==> src/mpfb_pkg.sv <==
// mpfb_pkg: shared types and codes for the page framebuffer blitter
// used by mpfb_ctrl, mpfb_datapath, the top level and the checker
package mpfb_pkg;

  // item kinds on in_action; codes five to seven are ignored
  typedef enum logic [2:0] {
    ACT_BEGIN  = 3'd0,
    ACT_BITMAP = 3'd1,
    ACT_SET    = 3'd2,
    ACT_CLEAR  = 3'd3,
    ACT_READ   = 3'd4
  } action_t;

  // controller states
  typedef enum logic [2:0] {
    ST_CLEAR,
    ST_IDLE,
    ST_FETCH0,
    ST_MERGE0,
    ST_MERGE1,
    ST_READ
  } ctrl_state_t;

  localparam int RowsPerBand = 8;

  // controller to datapath commands
  typedef struct packed {
    logic accept;
    logic rd0;
    logic wr0;
    logic rd1;
    logic wr1;
    logic rd_host;
    logic clr_step;
    logic res_blit;
    logic res_read;
  } dp_cmd_t;

  // datapath to controller status
  typedef struct packed {
    logic blit_active;
    logic two_lanes;
    logic item_blit;
    logic clr_last;
  } dp_status_t;

endpackage

==> src/mpfb_ctrl.sv <==
// mpfb_ctrl: sequencer for the framebuffer blitter
// steps memory fetch, merge and clearing sweep; depends on mpfb_pkg
module mpfb_ctrl (
  input  logic                 clk,
  input  logic                 rst_n,
  input  logic                 start,
  input  logic [2:0]           in_action,
  input  mpfb_pkg::dp_status_t status,
  output logic                 busy,
  output mpfb_pkg::dp_cmd_t    cmd
);
  import mpfb_pkg::*;

  ctrl_state_t state_r, state_nxt;

  // state register, reset starts with a clearing sweep
  always_ff @(posedge clk) begin
    if (!rst_n) begin
      state_r <= ST_CLEAR;
    end else begin
      state_r <= state_nxt;
    end
  end

  // next state and commands
  always_comb begin
    state_nxt = state_r;
    cmd       = '0;
    busy      = 1'b1;
    unique case (state_r)
      ST_CLEAR: begin
        cmd.clr_step = 1'b1;
        if (status.clr_last) begin
          state_nxt = ST_IDLE;
        end
      end
      ST_IDLE: begin
        busy       = 1'b0;
        cmd.accept = start;
        if (start) begin
          unique case (in_action)
            ACT_BITMAP: begin
              if (status.blit_active) begin
                state_nxt = ST_FETCH0;
              end
            end
            ACT_SET:   state_nxt = ST_FETCH0;
            ACT_CLEAR: state_nxt = ST_CLEAR;
            ACT_READ:  state_nxt = ST_READ;
            default:   state_nxt = ST_IDLE;
          endcase
        end
      end
      ST_FETCH0: begin
        cmd.rd0   = 1'b1;
        state_nxt = ST_MERGE0;
      end
      ST_MERGE0: begin
        cmd.wr0 = 1'b1;
        if (status.two_lanes) begin
          cmd.rd1   = 1'b1;
          state_nxt = ST_MERGE1;
        end else begin
          cmd.res_blit = status.item_blit;
          state_nxt    = ST_IDLE;
        end
      end
      ST_MERGE1: begin
        cmd.wr1      = 1'b1;
        cmd.res_blit = status.item_blit;
        state_nxt    = ST_IDLE;
      end
      ST_READ: begin
        cmd.rd_host  = 1'b1;
        cmd.res_read = 1'b1;
        state_nxt    = ST_IDLE;
      end
      default: state_nxt = ST_IDLE;
    endcase
  end

endmodule

==> config.mk <==
export PLATFORM = sky130hd
export DESIGN_NAME = mpfb_ctrl
export DESIGN_NICKNAME = d
export VERILOG_FILES = /design/src/mpfb_pkg.sv /design/src/mpfb_ctrl.sv
export SDC_FILE = /design/constraint.sdc
export NUM_CORES = 1
export LEC_CHECK = 0
export ABC_AREA = 1
export BUFFER_PORTS_ARGS = -buffer_cell sky130_fd_sc_hd__buf_4
export CAP_MARGIN = 20
export CORE_AREA = 8 8 45 47
export CTS_CLUSTER_SIZE = 30
export DETAILED_ROUTE_END_ITERATION = 10
export DIE_AREA = 0 0 53 55
export SYNTH_ARGS = -nofsm -noshare
export SYNTH_HDL_FRONTEND = slang
export SYNTH_SLANG_ARGS = --single-unit
export TNS_END_PERCENT = 20
==> constraint.sdc <==
create_clock -name clk -period 1.1 [get_ports clk]
set_input_delay 0.055 -clock clk [delete_from_list [all_inputs] [get_ports clk]]
set_output_delay 0.055 -clock clk [all_outputs]
set_load 0.01 [all_outputs]
==> out/summary.md <==
The highest ir drop seen on vdd is 0.285 mV. Counting I/O delays and the setup requirement, the final critical path takes 1.14 ns. The tools report the startpoint of the lowest-slack register-to-register path as state_r[2]. The cell row count came out at 14. The largest registers in the layout are state_r: 3 flops.

Max-slew violation count: 0. In this run the tool buffered the top-level ports with 19 buffer cells. The number of antenna diodes in the final layout is 0. In the finished design, the share of the clock period the worst path needs comes to 104%. Timing analysis after detailed placement gives a worst setup slack of 0.0289 ns.

The detail route stage leaves a number of antenna-violating nets equal to 0. The tree is rooted in a sky130_fd_sc_hd__clkbuf_4. The highest fanout seen on the critical path was 3. The instance area at placement is 450 µm².

The category of the worst setup path capture point was an output pin. The most critical setup path has its startpoint at state_r[2]. Across every metal layer, demand over resource in global routing totals 5.51%.

The starting DRC count in detailed routing is 2. The logs give 3 for the number of sinks on the clock net and 502 µm² for the post-route cell area. For this run, the number of Yosys warnings is 0. The die is 55 µm tall.

The core footprint was 1380 µm². The tools report the number of post-CTS setup repair buffers as 0. The half-perimeter wire length after placement is 703 µm.

The tools report the setup skew after layout as 0.00140 ns. The first global-routing pass estimated 1230 µm of wire. Weighted congestion at the end of routability-driven global placement: 0.818.

For this run, the register share of the synthesized area comes to 21.8%. TritonCTS built the clock tree. The width of the chip was 53 µm.

Data on the critical path is required at its endpoint by 1.04 ns. In this run the register-to-register setup slack is 0.08 ns. The final reports fail on negative setup slack.

At the pin with the least slew margin, the transition time is 0.190 ns. Clock-pin transition on the worst setup and hold timing paths: 0.04 ns. Kind of path behind the tightest hold check: in -> reg. The path type of the worst setup path is reg -> out. After detailed routing, the number of remaining DRC violations is 0.

The area added between synthesis and finish was 82.3%. Excluding fillers, the count of instances in the completed layout stands at 91. The total CTS buffers is 3, and the static power due to leakage is 0.277 nW. The later pin in the worst-skew pair is clocked with a latency of 0.23 ns. The worst setup path is launched from a flip-flop. The fraction of the mapped netlist area in adder cells is 0%, and the initial core utilization is 19.9%. The register with the most flip-flops in the layout has 3 of them. The logs give 0 for the number of antenna violations at the first check in global routing and 0 for the max-capacitance violation count. Setup repair after global routing could not meet its margin everywhere.

The filler cells instantiated in the layout total 159. Counting along the longest clock path gives a buffer depth of 2. In the routed layout, each cell is associated on average with a via count of 4.10. The share of synthesized area spent on multiplexers works out to 0%. The global-route congestion overflow total was 0.

Data on the critical path arrives at its endpoint at 1.09 ns. The total number of nets in the final design is 86, and the tightest slew margin relative to the limit is 87.2%. The startpoint of the worst hold path was rst_n.

Static timing analysis puts the maximum clock frequency at 874 MHz. Most flop-heavy register: state_r. Total negative slack for setup checks: -0.0648 ns. The detailed-route wire length per cell works out to 8.77 µm. For the largest net degree at the start of global routing, the log shows 8. For this run, the detailed router's first-pass iteration total came to 4.

Detailed routing inserted a total of 373 vias. For the gate count after technology mapping, the log shows 51. Via count of the first global-routing pass: 350. The final count of negative-setup-slack endpoints was 3. The flow ran to the end, but the final reports show violations. The simple-gate share of the synthesized area came out at 50.5%. The number of storage elements in the synthesis netlist is 3, and the total die area is 2920 µm².

Yosys mapped the design onto 15 distinct sky130hd cell types. Cells with a size suffix above 1 make up 46.7% of the layout. Of the total synthesized cell area, the portion taken by XOR and XNOR cells is 0%. The average instance in the mapped netlist occupies 5.40 µm². For the net count after synthesis, the log shows 61. The cell area power density works out to 805 nW/µm². The largest family of logic cells by synthesized area was simple AND/OR/NAND/NOR gates. After synthesis the cells add up to 275 µm². The synthesized-area fraction occupied by ao, oa, aoi and oai cells was 11.4%; the top-level I/O count was 20. The count of H-tree levels built during CTS is 1, and the final setup slack of the worst path is -0.0440 ns. Wires add up to 798 µm.

The number of placed instances, taps included, is 87. The total count of hold-check failures in the final report came out at 0.
kinds of logic (layout without fill, tap and decap cells):
logic type | count (synthesis) | after routing
AOI/OAI and AO/OA | 4 | 4
buffers and inverters | 11 | 35
DFF | 3 | 3
and+or+nand+nor | 33 | 33
routing by layer:
metal | track usage, % | vias up | share of wire [%]
met5 | 0 | - | 0
met4 | 3.88 | 0 | 0
met3 | 2.14 | 0 | 12
met2 | 8.59 | 13 | 44
met1 | 6.06 | 155 | 43
li1 | - | 205 | -
worst max-delay path: stages, from the launching register on:
cell	delay (ns)
sky130_fd_sc_hd__dfxtp_1	0.30
sky130_fd_sc_hd__buf_4	0.14
sky130_fd_sc_hd__nand2_1	0.07
sky130_fd_sc_hd__inv_1	0.05
sky130_fd_sc_hd__o21a_1	0.17
sky130_fd_sc_hd__buf_4	0.14
metrics by stage:
step	total power, mW	utilization, %	hold WS, ns
6_report	0.404	36.3	0.0861
4_1_cts	0.413	36.3	0.0848
2_1_floorplan	0.169	-	0.181
5_1_grt	0.442	36.3	0.0953
3_3_place_gp	0.219	32.5	0.333
3_5_place_dp	0.220	32.5	0.332
power by group:
part | switching [mW] | internal [mW]
registers | 0.00622 | 0.111
logic | 0.0501 | 0.0513
clock network | 0.0500 | 0.135
worst paths after layout:
check / end / depth (start not counted)
setup reg to reg: state_r[0] / 8
hold reg to reg: state_r[1] / 3
hold / removal: state_r[1] / 3
setup / recovery: cmd[1] / 5
what timing repair did:
item | 4_1_cts | 5_1_grt
endpoints found under the setup margin | 8 | 7
endpoints found under the hold margin | 0 | 0
resized for setup | 8 | 0
hold buffers | 0 | 0
cell usage after synthesis, drive strengths merged:
cell | n | share of area, %
nor2 | 10 | 15
nand3 | 3 | 5.5
nand2 | 16 | 23
inv | 10 | 14
a21oi | 1 | 3.2
o21a | 1 | 2.7
a31oi | 1 | 2.3
nor3 | 3 | 5.5
dfxtp | 3 | 22
o21ai | 1 | 3.2
buf | 1 | 2.7
nand4 | 1 | 2.3
placed cells by master, fill, tap and decap left out:
master                     netlist  routed
sky130_fd_sc_hd__clkbuf_4        0       3
sky130_fd_sc_hd__nor2_1          9       9
sky130_fd_sc_hd__nand2_2         1       2
sky130_fd_sc_hd__clkbuf_1        0       1
sky130_fd_sc_hd__a21oi_2         1       1
sky130_fd_sc_hd__inv_2           1       1
sky130_fd_sc_hd__nand4_1         1       1
sky130_fd_sc_hd__nand3_1         3       3
sky130_fd_sc_hd__nor3_2          0       3
sky130_fd_sc_hd__dfxtp_4         0       2
sky130_fd_sc_hd__buf_4           1      21
sky130_fd_sc_hd__inv_1           9       9
sky130_fd_sc_hd__nor2_4          0       1
sky130_fd_sc_hd__o21ai_2         1       1
sky130_fd_sc_hd__nand2_1        15      14
sky130_fd_sc_hd__a31oi_1         1       1
sky130_fd_sc_hd__dfxtp_1         3       1
sky130_fd_sc_hd__o21a_1          1       1
layout make-up:
type	instances	area (µm²)	area share (%)
Clock buffer	4	26.3	5.24
Timing Repair Buffer	21	158	31.4
Tap cell	16	20.0	3.99
Inverter	10	37.5	7.48
Multi-Input combinational cell	37	193	38.4
Sequential cell	3	67.6	13.5
(Power assumes the default switching activity.)
